[src/hdl/pmct_pkg.sv]
// ----------------------------------------------------------------------------
// pmct_pkg
// Shared types, header bit positions and the clamp function for the PS/2 mouse
// cursor tracker.
// ----------------------------------------------------------------------------
package pmct_pkg;

  localparam int unsigned COORD_W  = 12;
  localparam int unsigned CUR_W    = 4;
  localparam int unsigned BTN_W    = 3;
  localparam int unsigned DELTA_W  = 9;
  localparam int unsigned CFG_DATA_W = 12;
  localparam int unsigned QUEUE_DEPTH = 2;
  localparam int unsigned QUEUE_PTR_W = 1;
  localparam int unsigned QUEUE_CNT_W = 2;

  // Header byte bit positions
  localparam int unsigned HDR_SYNC_BIT  = 3;
  localparam int unsigned HDR_X_SIGN    = 4;
  localparam int unsigned HDR_Y_SIGN    = 5;
  localparam int unsigned HDR_X_OVF     = 6;
  localparam int unsigned HDR_Y_OVF     = 7;

  // Register reset values
  localparam logic [COORD_W-1:0] SCREEN_WIDTH_RST  = 12'd640;
  localparam logic [COORD_W-1:0] SCREEN_HEIGHT_RST = 12'd480;
  localparam logic [CUR_W-1:0]   CURSOR_WIDTH_RST  = 4'd10;
  localparam logic [CUR_W-1:0]   CURSOR_HEIGHT_RST = 4'd13;

  typedef enum logic [1:0] {
    CFG_SCREEN_WIDTH  = 2'd0,
    CFG_SCREEN_HEIGHT = 2'd1,
    CFG_CURSOR_WIDTH  = 2'd2,
    CFG_CURSOR_HEIGHT = 2'd3
  } cfg_reg_t;

  typedef enum logic [1:0] {
    PH_HEADER = 2'd0,
    PH_XDELTA = 2'd1,
    PH_YDELTA = 2'd2
  } phase_t;

  typedef struct packed {
    logic [COORD_W-1:0] screen_width;
    logic [COORD_W-1:0] screen_height;
    logic [CUR_W-1:0]   cursor_width;
    logic [CUR_W-1:0]   cursor_height;
  } cfg_t;

  // One decoded packet; deltas are raw 9-bit two's complement, Y not negated
  typedef struct packed {
    logic signed [DELTA_W-1:0] dx;
    logic signed [DELTA_W-1:0] dy;
    logic [BTN_W-1:0]          buttons;
  } pkt_t;

  // Move one axis by delta and clamp to 0..(screen - cursor), limit floored at 0
  function automatic logic [COORD_W-1:0] clamp_axis(
    input logic [COORD_W-1:0]   pos,
    input logic signed [DELTA_W:0] delta,
    input logic [COORD_W-1:0]   screen,
    input logic [CUR_W-1:0]     cur
  );
    logic signed [COORD_W+1:0] sum;
    logic signed [COORD_W:0]   lim;
    logic [COORD_W-1:0]        res;
    sum = $signed({2'b00, pos}) +
          $signed({{(COORD_W+1-DELTA_W){delta[DELTA_W]}}, delta});
    lim = $signed({1'b0, screen}) - $signed({{(COORD_W+1-CUR_W){1'b0}}, cur});
    if (lim < 0) begin
      lim = '0;
    end
    if (sum < 0) begin
      res = '0;
    end else if (sum > $signed({lim[COORD_W], lim})) begin
      res = lim[COORD_W-1:0];
    end else begin
      res = sum[COORD_W-1:0];
    end
    return res;
  endfunction

endpackage

[src/hdl/pmct_if.sv]
// ----------------------------------------------------------------------------
// pmct_if
// Valid/ready channels for received mouse bytes and cursor results.
// ----------------------------------------------------------------------------
interface pmct_byte_if;
  import pmct_pkg::*;
  logic       valid;
  logic       ready;
  logic [7:0] rx_byte;

  modport source (output valid, output rx_byte, input ready);
  modport sink   (input valid, input rx_byte, output ready);
endinterface

interface pmct_cursor_if;
  import pmct_pkg::*;
  logic               valid;
  logic               ready;
  logic [COORD_W-1:0] cursor_x;
  logic [COORD_W-1:0] cursor_y;
  logic [BTN_W-1:0]   button_bits;
  logic [BTN_W-1:0]   prior_button_bits;

  modport source (output valid, output cursor_x, output cursor_y,
                  output button_bits, output prior_button_bits, input ready);
  modport sink   (input valid, input cursor_x, input cursor_y,
                  input button_bits, input prior_button_bits, output ready);
endinterface

[src/hdl/pmct_front.sv]
// ----------------------------------------------------------------------------
// pmct_front
// Packet assembler: resyncs on the header sync bit, collects three bytes,
// drops overflow packets and pushes decoded packets into the queue.
// ----------------------------------------------------------------------------
module pmct_front
  import pmct_pkg::*;
(
  input  logic  clk,
  input  logic  rst,
  pmct_byte_if.sink rx,
  output logic  push_valid,
  input  logic  push_ready,
  output pkt_t  push_pkt
);

  phase_t     byte_phase;
  phase_t     byte_phase_next;
  logic [7:0] header_byte;
  logic [7:0] x_delta_byte;
  logic       beat;

  // Accept a byte whenever the queue has room
  assign rx.ready = push_ready;
  assign beat     = rx.valid && rx.ready;

  // Hold phase
  always_ff @(posedge clk) begin
    if (rst) begin
      byte_phase <= PH_HEADER;
    end else begin
      byte_phase <= byte_phase_next;
    end
  end

  // Capture header and X delta bytes
  always_ff @(posedge clk) begin
    if (beat && byte_phase == PH_XDELTA) begin
      x_delta_byte <= rx.rx_byte;
    end
    if (beat && byte_phase != PH_XDELTA && byte_phase != PH_YDELTA) begin
      header_byte <= rx.rx_byte;
    end
  end

  // Advance phase and form the packet on the Y byte
  always_comb begin
    byte_phase_next  = byte_phase;
    push_valid       = 1'b0;
    push_pkt.dx      = $signed({header_byte[HDR_X_SIGN], x_delta_byte});
    push_pkt.dy      = $signed({header_byte[HDR_Y_SIGN], rx.rx_byte});
    push_pkt.buttons = header_byte[BTN_W-1:0];
    if (beat) begin
      unique case (byte_phase)
        PH_XDELTA: byte_phase_next = PH_YDELTA;
        PH_YDELTA: begin
          byte_phase_next = PH_HEADER;
          push_valid      = !(header_byte[HDR_X_OVF] || header_byte[HDR_Y_OVF]);
        end
        default: begin
          byte_phase_next = rx.rx_byte[HDR_SYNC_BIT] ? PH_XDELTA : PH_HEADER;
        end
      endcase
    end
  end

`ifndef SYNTHESIS
  a_resync_hold: assert property (@(posedge clk) disable iff (rst)
    (beat && byte_phase == PH_HEADER && !rx.rx_byte[HDR_SYNC_BIT])
      |=> byte_phase == PH_HEADER)
    else $error("front left header phase on a byte without sync bit");

  a_push_only_on_y: assert property (@(posedge clk) disable iff (rst)
    push_valid |-> (byte_phase == PH_YDELTA && !header_byte[HDR_X_OVF]
                    && !header_byte[HDR_Y_OVF]))
    else $error("front pushed a packet outside the Y byte or on overflow");
`endif

endmodule

[src/hdl/pmct_queue.sv]
// ----------------------------------------------------------------------------
// pmct_queue
// Two-entry packet queue between the assembler and the cursor stage.
// ----------------------------------------------------------------------------
module pmct_queue
  import pmct_pkg::*;
(
  input  logic clk,
  input  logic rst,
  input  logic push_valid,
  output logic push_ready,
  input  pkt_t push_pkt,
  output logic pop_valid,
  input  logic pop_ready,
  output pkt_t pop_pkt
);

  pkt_t                   entries [QUEUE_DEPTH];
  logic [QUEUE_PTR_W-1:0] wr_ptr;
  logic [QUEUE_PTR_W-1:0] rd_ptr;
  logic [QUEUE_CNT_W-1:0] count;
  logic                   do_push;
  logic                   do_pop;

  assign push_ready = count != QUEUE_CNT_W'(QUEUE_DEPTH);
  assign pop_valid  = count != '0;
  assign pop_pkt    = entries[rd_ptr];
  assign do_push    = push_valid && push_ready;
  assign do_pop     = pop_valid && pop_ready;

  // Write entry
  always_ff @(posedge clk) begin
    if (do_push) begin
      entries[wr_ptr] <= push_pkt;
    end
  end

  // Advance pointers and count
  always_ff @(posedge clk) begin
    if (rst) begin
      wr_ptr <= '0;
      rd_ptr <= '0;
      count  <= '0;
    end else begin
      if (do_push) begin
        wr_ptr <= wr_ptr + 1'b1;
      end
      if (do_pop) begin
        rd_ptr <= rd_ptr + 1'b1;
      end
      unique case ({do_push, do_pop})
        2'b10:   count <= count + 1'b1;
        2'b01:   count <= count - 1'b1;
        default: count <= count;
      endcase
    end
  end

`ifndef SYNTHESIS
  a_count_track: assert property (@(posedge clk) disable iff (rst)
    !$past(rst) |-> count == QUEUE_CNT_W'($past(count) + QUEUE_CNT_W'($past(do_push))
                                        - QUEUE_CNT_W'($past(do_pop))))
    else $error("queue count does not follow pushes and pops");
`endif

endmodule

[src/hdl/pmct_back.sv]
// ----------------------------------------------------------------------------
// pmct_back
// Cursor stage: applies a packet's deltas to the kept position, clamps it
// and holds the result in the output register.
// ----------------------------------------------------------------------------
module pmct_back
  import pmct_pkg::*;
(
  input  logic clk,
  input  logic rst,
  input  cfg_t cfg,
  input  logic pop_valid,
  output logic pop_ready,
  input  pkt_t pop_pkt,
  pmct_cursor_if.source cursor
);

  logic [COORD_W-1:0]       position_x;
  logic [COORD_W-1:0]       position_y;
  logic [BTN_W-1:0]         held_buttons;
  logic [BTN_W-1:0]         earlier_buttons;
  logic                     out_valid;
  logic                     take;
  logic signed [DELTA_W:0]  dx_ext;
  logic signed [DELTA_W:0]  dy_neg;
  logic [COORD_W-1:0]       position_x_next;
  logic [COORD_W-1:0]       position_y_next;

  // Take a packet when the output register is empty or draining
  assign pop_ready = !out_valid || cursor.ready;
  assign take      = pop_valid && pop_ready;

  // Sign-extend X, negate Y so that down is positive
  assign dx_ext = $signed({pop_pkt.dx[DELTA_W-1], pop_pkt.dx});
  assign dy_neg = -$signed({pop_pkt.dy[DELTA_W-1], pop_pkt.dy});

  assign position_x_next = clamp_axis(position_x, dx_ext, cfg.screen_width,
                                      cfg.cursor_width);
  assign position_y_next = clamp_axis(position_y, dy_neg, cfg.screen_height,
                                      cfg.cursor_height);

  // Update position, buttons and output valid
  always_ff @(posedge clk) begin
    if (rst) begin
      position_x      <= '0;
      position_y      <= '0;
      held_buttons    <= '0;
      earlier_buttons <= '0;
      out_valid       <= 1'b0;
    end else begin
      if (take) begin
        position_x      <= position_x_next;
        position_y      <= position_y_next;
        held_buttons    <= pop_pkt.buttons;
        earlier_buttons <= held_buttons;
        out_valid       <= 1'b1;
      end else if (cursor.ready) begin
        out_valid <= 1'b0;
      end
    end
  end

  assign cursor.valid             = out_valid;
  assign cursor.cursor_x          = position_x;
  assign cursor.cursor_y          = position_y;
  assign cursor.button_bits       = held_buttons;
  assign cursor.prior_button_bits = earlier_buttons;

`ifndef SYNTHESIS
  a_take_loads: assert property (@(posedge clk) disable iff (rst)
    take |=> (out_valid && held_buttons == $past(pop_pkt.buttons)
              && earlier_buttons == $past(held_buttons)))
    else $error("cursor stage did not load the taken packet");

  a_no_overrun: assert property (@(posedge clk) disable iff (rst)
    (out_valid && !cursor.ready) |-> !take)
    else $error("cursor stage overwrote a waiting result");
`endif

endmodule

[src/hdl/ps2_mouse_packet_cursor_tracker_core.sv]
// ----------------------------------------------------------------------------
// ps2_mouse_packet_cursor_tracker_core
// PS/2 mouse packet decoder with a clamped cursor position.
// ----------------------------------------------------------------------------
// Takes one mouse byte per cycle while the queue has room. The assembler
// resyncs on the header sync bit, gathers header, X and Y bytes, drops
// overflow packets and queues the rest in a two-entry queue; the cursor
// stage moves and clamps the position combinationally and holds the result
// in an output register; a packet passes from the queue entry to the output
// register. Sustained rate is one byte per cycle while results are taken.
// Position resets to 0,0; the user must write screen and cursor sizes
// through the register port while the block is idle, which the block
// itself leaves to the user.
module ps2_mouse_packet_cursor_tracker_core
  import pmct_pkg::*;
(
  input  logic                  clk,
  input  logic                  rst,
  input  logic                  cfg_wr_en,
  input  logic [1:0]            cfg_index,
  input  logic [CFG_DATA_W-1:0] cfg_data,
  pmct_byte_if.sink             rx,
  pmct_cursor_if.source         cursor
);

  cfg_t cfg;
  logic push_valid;
  logic push_ready;
  pkt_t push_pkt;
  logic pop_valid;
  logic pop_ready;
  pkt_t pop_pkt;

  // Write configuration registers
  always_ff @(posedge clk) begin
    if (rst) begin
      cfg.screen_width  <= SCREEN_WIDTH_RST;
      cfg.screen_height <= SCREEN_HEIGHT_RST;
      cfg.cursor_width  <= CURSOR_WIDTH_RST;
      cfg.cursor_height <= CURSOR_HEIGHT_RST;
    end else if (cfg_wr_en) begin
      unique case (cfg_reg_t'(cfg_index))
        CFG_SCREEN_WIDTH:  cfg.screen_width  <= cfg_data;
        CFG_SCREEN_HEIGHT: cfg.screen_height <= cfg_data;
        CFG_CURSOR_WIDTH:  cfg.cursor_width  <= cfg_data[CUR_W-1:0];
        CFG_CURSOR_HEIGHT: cfg.cursor_height <= cfg_data[CUR_W-1:0];
        default: ;
      endcase
    end
  end

  pmct_front u_front (
    .clk        (clk),
    .rst        (rst),
    .rx         (rx),
    .push_valid (push_valid),
    .push_ready (push_ready),
    .push_pkt   (push_pkt)
  );

  pmct_queue u_queue (
    .clk        (clk),
    .rst        (rst),
    .push_valid (push_valid),
    .push_ready (push_ready),
    .push_pkt   (push_pkt),
    .pop_valid  (pop_valid),
    .pop_ready  (pop_ready),
    .pop_pkt    (pop_pkt)
  );

  pmct_back u_back (
    .clk       (clk),
    .rst       (rst),
    .cfg       (cfg),
    .pop_valid (pop_valid),
    .pop_ready (pop_ready),
    .pop_pkt   (pop_pkt),
    .cursor    (cursor)
  );

endmodule

[src/flat_wrapper.sv]
// flat-port wrapper written by rule: the top's interface ports become plain ports
module ps2_mouse_packet_cursor_tracker_core_flat import pmct_pkg::*;
  (clk, rst, cfg_wr_en, cfg_index, cfg_data, rx_valid, rx_rx_byte, rx_ready, cursor_valid, cursor_cursor_x, cursor_cursor_y, cursor_button_bits, cursor_prior_button_bits, cursor_ready);
  pmct_byte_if rx_i ();
  pmct_cursor_if cursor_i ();
  input  logic clk;
  input  logic rst;
  input  logic cfg_wr_en;
  input  logic [1:0] cfg_index;
  input  logic [CFG_DATA_W-1:0] cfg_data;
  input wire logic [$bits(rx_i.valid)-1:0] rx_valid;
  input wire logic [$bits(rx_i.rx_byte)-1:0] rx_rx_byte;
  output wire logic [$bits(rx_i.ready)-1:0] rx_ready;
  output wire logic [$bits(cursor_i.valid)-1:0] cursor_valid;
  output wire logic [$bits(cursor_i.cursor_x)-1:0] cursor_cursor_x;
  output wire logic [$bits(cursor_i.cursor_y)-1:0] cursor_cursor_y;
  output wire logic [$bits(cursor_i.button_bits)-1:0] cursor_button_bits;
  output wire logic [$bits(cursor_i.prior_button_bits)-1:0] cursor_prior_button_bits;
  input wire logic [$bits(cursor_i.ready)-1:0] cursor_ready;
  assign rx_i.valid = rx_valid;
  assign rx_i.rx_byte = rx_rx_byte;
  assign rx_ready = rx_i.ready;
  assign cursor_valid = cursor_i.valid;
  assign cursor_cursor_x = cursor_i.cursor_x;
  assign cursor_cursor_y = cursor_i.cursor_y;
  assign cursor_button_bits = cursor_i.button_bits;
  assign cursor_prior_button_bits = cursor_i.prior_button_bits;
  assign cursor_i.ready = cursor_ready;
  ps2_mouse_packet_cursor_tracker_core u_core (.clk(clk), .rst(rst), .cfg_wr_en(cfg_wr_en), .cfg_index(cfg_index), .cfg_data(cfg_data), .rx(rx_i), .cursor(cursor_i));
endmodule
[config.mk]
export PLATFORM = sky130hd
export DESIGN_NAME = ps2_mouse_packet_cursor_tracker_core_flat
export DESIGN_NICKNAME = d
export VERILOG_FILES = /design/src/hdl/pmct_pkg.sv /design/src/hdl/pmct_if.sv /design/src/hdl/pmct_front.sv /design/src/hdl/pmct_queue.sv /design/src/hdl/pmct_back.sv /design/src/hdl/ps2_mouse_packet_cursor_tracker_core.sv /design/src/flat_wrapper.sv
export SDC_FILE = /design/constraint.sdc
export NUM_CORES = 1
export LEC_CHECK = 0
export BUFFER_PORTS_ARGS = -buffer_cell sky130_fd_sc_hd__buf_4
export CAP_MARGIN = 20
export CORE_UTILIZATION = 35
export CTS_CLUSTER_DIAMETER = 40
export DETAILED_ROUTE_END_ITERATION = 8
export PLACE_DENSITY = 0.51
export SLEW_MARGIN = 30
export SYNTH_ARGS = -nofsm -noshare
export SYNTH_HDL_FRONTEND = slang
export SYNTH_SLANG_ARGS = --single-unit
export TNS_END_PERCENT = 10
[constraint.sdc]
create_clock -name clk -period 9.87 [get_ports clk]
set_input_delay 0.4935 -clock clk [delete_from_list [all_inputs] [get_ports clk]]
set_output_delay 0.4935 -clock clk [all_outputs]
set_load 0.1 [all_outputs]
* Yosys cells after proc, flatten, opt, wreduce, memory -nomap -nowiden
Memories as Yosys holds them, arrays and structs flattened. A register that Yosys moved wholly into a read port is not among the register bits.
Cells that the tools add are included.
** Operators by class
- Add/sub/neg operators :: 9
- $lt $le $gt $ge :: 6
- Equality and inequality tests :: 10
- Multiplexer cells :: 17
- Reductions and logical operators :: 18
** Operators with widths (count)
- $mux W12 :: 4
- $gt A14 B13 Y1 :: 2
- $lt A14 B1 Y1 const B :: 2
- $lt A13 B1 Y1 const B :: 2
- $mux W13 :: 2
- $sub A12 B4 Y13 :: 2
- $add A13 B10 Y14 :: 1
- $add A13 B9 Y14 :: 1
- $neg A9 Y10 :: 1
- $mux W1 :: 9
- $eq A2 B2 Y1 const B :: 4
- $pmux W2 S2 :: 2
- $reduce_and A2 Y1 :: 4
- $eq A2 B1 Y1 const B :: 3
- $logic_and A1 B1 Y1 :: 6
- $reduce_bool A2 Y1 :: 3
- $ne A2 B2 Y1 const B :: 2
- $add A1 B1 Y1 const B :: 2
- $add A2 B1 Y2 const B :: 1
- $logic_not A1 Y1 :: 2
- $logic_not A2 Y1 :: 1
- $logic_or A1 B1 Y1 :: 2
- $ne A2 B1 Y1 const B :: 1
- $sub A2 B1 Y2 const B :: 1
** Word-level totals
- Register bits after elaboration :: 85
- Memory bits (writable) :: 42
- Output and inout bits :: 32
- Memories kept :: 1
** Memory list
- u_core.u_queue.entries :: words 2, width 21, rd ports 1, clocked after Yosys merged registers in 1, write ports 1, RTL line pmct_queue.sv:18 : pkt_t entries [QUEUE_DEPTH];

* Depth between registers and ports, before layout
- Depth after elaboration :: 7
- Gate-level depth with buffers :: 22
- Depth with buffers taken out :: 20

* Modules after synthesis
A second synthesis with hierarchy kept.
** Second synthesis, totals
- Cell total of the unflattened synthesis :: 778
- Area total of the unflattened synthesis :: 7642.3 um2
** By module, submodules not included
- pmct_back :: instances 1, cells an instance 514, area an instance 3882.5 um2, seq. area each 620.6 um2
- pmct_queue :: instances 1, cells an instance 89, area an instance 1730.4 um2, seq. area each 1361.3 um2
- ps2_mouse_packet_cursor_tracker_core :: instances 1, cells an instance 131, area an instance 1325.0 um2, seq. area each 640.6 um2
- pmct_front :: instances 1, cells an instance 44, area an instance 704.4 um2, seq. area each 490.5 um2

* Worst setup path before layout
Ideal clock, no wire load.
- Path type :: reg2reg
- Start :: reg (tool-made name)
- End :: reg u_core.u_back.position_y[1], in the netlist u_core.u_back.cursor.cursor_y[1]
- Arrival :: 4747 ps
- Required time :: 9796 ps
- Path slack :: 5048 ps
- Stages on the path, launching flop included :: 22
- Path buffers :: 3
- Clock period less this slack :: 4822 ps
- Cell sequence :: dfxtp_1 > buf_1 > buf_1 > mux2i_1 > fa_1 > a211oi_1 > o21ai_0 > a211oi_1 > nor2_1 > nor2_1 > xor2_1 > inv_1 > ha_1 > a211o_1 > a21oi_1 > o21ai_0 > o21ai_0 > o2111ai_1 > nand2_1 > buf_4 > mux2_2 > o21ai_0
** RTL lines
- end signal: assignment :: RTL line pmct_back.sv:53 : position_y <= position_y_next;
- end: declaration :: RTL line pmct_back.sv:19 : logic [COORD_W-1:0] position_y;

==> impl_metrics.py <==
metrics = {
    "placement": {
        "place.gp.congestion": 0.8831,
        "dpl.hpwl_mm": 13.58,
        "numPortBuffers": 58,
    },
    "power": {
        "power_frac_clock_pct": 32.7,
        "leakagePower_nw": 3.548,
        "switching_share_pct": 37.94,
        "switchingPower_mw": 0.7743,
        "pwr-share-comb_pct": 36.1,
        "power_mw": 2.041,
        "max-vdd-ir-drop_v": 0.0001242,
        "p_seq_share_pct": 31.1,
        "power.internal_mw": 1.267,
        "power_density_nw_per_um2": 238.6,
    },
    "route": {
        "dr_total_vias": 5652,
        "first_pass_iters": 5,
        "drt-initial-drc-count": 337,
        "route.detailed.wl_per_inst_um": 16.14,
        "drc": 0,
        "via_per_inst": 5.176,
        "antenna_left": 0,
        "routed_wl_mm": 17.62,
    },
    "clock_network": {
        "cts_tree": "built",
        "cts_hold_buf": 0,
        "cts-root-buf": "clkbuf_16",
        "max-clock-path-buffers": 2,
        "cts.sink_count": 127,
        "h-tree-depth": 4,
        "cts_buffers": 17,
        "clk_pin_slew_ns": 0.06,
        "clock_latency_ns": 0.42,
        "post_cts_buffers": 0,
        "ctsResizeCount": 0,
    },
    "sta": {
        "rsz0062_at_grt": "no",
        "period_needed_ns": 5.259,
        "slew_viol_final": 0,
        "relSlewSlack_pct": 37.13,
        "fmax_mhz": 190.2,
        "period_share_pct": 53.28,
        "setup_tns_ns": 0,
        "tightest_slew_ns": 0.9396,
        "setup_viol": 0,
        "hold_violations": 0,
        "worst_clock_skew_ns": 0.009228,
    },
    "synth": {
        "syn_area_um2": 7209,
        "synth.distinct_cells": 61,
        "synth-seq-area-share_pct": 43.18,
        "ys_warn_count": 0,
        "postSynthCellCount": 749,
        "postSynthAreaPerCell_um2": 9.625,
        "syn_nets": 842,
        "synthFlopType": "dfxtp_1",
        "async_flop_share_pct": 0,
        "synth-edff-count": 57,
        "synth_seq_cells": 127,
    },
    "critical_path": {
        "cp_max_fo": 21,
        "path_class": "flip-flop to flip-flop",
        "r2r-end": "u_core.u_back.cursor.cursor_y[1]",
        "crit_required_ns": 10.21,
        "arrival_ns": 5.60,
        "reg2reg_setup_slack_ns": 4.61,
        "endpoint_kind": "flip-flop",
        "reg2reg_depth": 20,
        "critPathLaunchType": "flip-flop",
    },
    "cells_and_area": {
        "diodes": 0,
        "fillerInstances": 1976,
        "multi_input_area_um2": 3846,
        "seq_area_um2": 3114,
        "area_delta_synth_final_pct": 18.66,
        "drive_gt1_share_pct": 14.48,
        "finalNetCount": 902,
        "most-common-layout-cells": "nand2_1, dfxtp_1, nor2_1",
        "final_common_cell": "nand2_1",
    },
    "floorplanning": {
        "core_area_um2": 20230,
        "rows": 52,
        "die_y_um": 145.5,
        "fp.dieW_um": 145.5,
        "start_util_pct": 35.63,
        "io_pins": 59,
        "die-area_um2": 21180,
    },
    "min_path": {
        "min_to": "u_core.u_front.header_byte[1]",
        "hold_class": "primary input to flip-flop",
        "hp-start": "rx_rx_byte[1]",
        "min_path_cells": 1,
    },
    "status": {
        "status": "finished, final reports clean",
    },
    "grt": {
        "grt_pass1_wl_mm": 28.03,
        "globalRouteTotalUtil_pct": 17.06,
        "first_global_vias": 5473,
        "grt_max_degree": 49,
        "overflow": 0,
        "antenna_found_initial": 0,
    },
    "flow_run": {
        "maxCapViolCount": 0,
    },
}
[registers in the layout, summed over array words and instances (netlist names), named ones only]
signal                                  count
u_core.cfg                                 32
u_core.u_back.cursor.button_bits            3
u_core.u_back.cursor.cursor_x              12
u_core.u_back.cursor.cursor_y              12
u_core.u_back.cursor.prior_button_bits      3
u_core.u_back.cursor.valid                  1
u_core.u_front.byte_phase                   2
u_core.u_front.header_byte                  7
u_core.u_front.x_delta_byte                 8
u_core.u_queue.count                        2
u_core.u_queue.entries                     42
u_core.u_queue.rd_ptr                       1
u_core.u_queue.wr_ptr                       1
[stage by stage]
| step | instances | utilization (%) | cell area (µm²) | worst slack [ns] | hold WS [ns] |
|---|---|---|---|---|---|
| after detailed placement | 1060 | 39.15 | 7921 | 4.649 | 0.4319 |
| after global routing | 1092 | 42.28 | 8554 | 4.154 | 0.2751 |
| final | 1092 | 42.28 | 8554 | 4.611 | 0.2936 |
| after global placement | 1060 | 39.09 | 7910 | 4.329 | 0.4228 |
| after floorplan | 749 | - | 7209 | 5.048 | 0.4215 |
| after CTS | 1092 | 42.28 | 8554 | 4.614 | 0.2726 |
[critical path, stage by stage (launching register included)]
cell	delay, ns
dfxtp_2	0.72
mux2_2	0.27
ha_1	0.16
inv_1	0.05
fa_1	0.42
a211oi_1	0.29
o21ai_0	0.17
a211oi_1	0.38
nor2_1	0.09
nor2_1	0.13
xor2_1	0.21
inv_1	0.06
ha_1	0.19
a211o_1	0.31
a21oi_1	0.12
o21ai_0	0.09
o21ai_0	0.26
o2111ai_1	0.25
nand2_1	0.48
mux2_2	0.39
o21ai_0	0.13
[layer usage]
metal	routed length (µm)	GRT usage (%)	up-vias
met5	0	0	-
met4	209	5.632	0
met3	696	3.636	19
met2	8624	28.99	127
met1	8093	21.50	2688
li1	-	-	2818
[power by group through the flow]
stage          combinational (mW)  clock, mW  sequential, mW
3_3_place_gp                0.722          0           0.645
4_1_cts                     0.740      0.686           0.636
2_1_floorplan               0.445          0           0.767
3_5_place_dp                0.736          0           0.647
6_report                    0.738      0.668           0.635
5_1_grt                     0.806      0.706           0.641
[cell type report]
cell class,count,area share (%)
multi-input cells,558,44.96
repair buffers,61,5.353
inverters,44,1.931
well taps,270,3.949
clock buffers,18,5.017
clock inverters,14,2.384
flip-flops and latches,127,36.40
[cells in the mapped netlist (14+ instances only)]
cell type  number  area, µm²
a21oi_1        49      245.2
dfxtp_1        70       1401
edfxtp_1       57       1712
ha_1           62      775.7
inv_1          44      165.2
mux2i_1        29      290.3
nand2_1       108      405.4
nand3_1        14      70.07
nor2_1         65      244.0
nor3_1         14      70.07
o21ai_0        34      170.2
xnor2_1        16      140.1
xor2_1         14      122.6
[kinds of logic after synthesis]
logic type | count (synthesis) | share of synthesized area, %
xor+xnor | 30 | 3.645
mux | 40 | 5.745
compound gates | 161 | 15.36
fa+ha+maj | 66 | 11.87
simple gates | 261 | 16.59
flops | 127 | 43.18
buf+inv | 64 | 3.610
[worst max path at each step]
stage	endpoint	slack, ns
finish	u_core.u_back.cursor.cursor_y[1]	4.61
detailed placement	u_core.u_back.cursor.cursor_y[1]	4.65
floorplan	u_core.u_back.cursor.cursor_y[1]	5.05
CTS	u_core.u_back.cursor.cursor_y[1]	4.61
global route	u_core.u_back.cursor.cursor_y[1]	4.15
global placement	u_core.u_back.cursor.cursor_y[1]	4.33
Power figures use the tool's default switching activity.
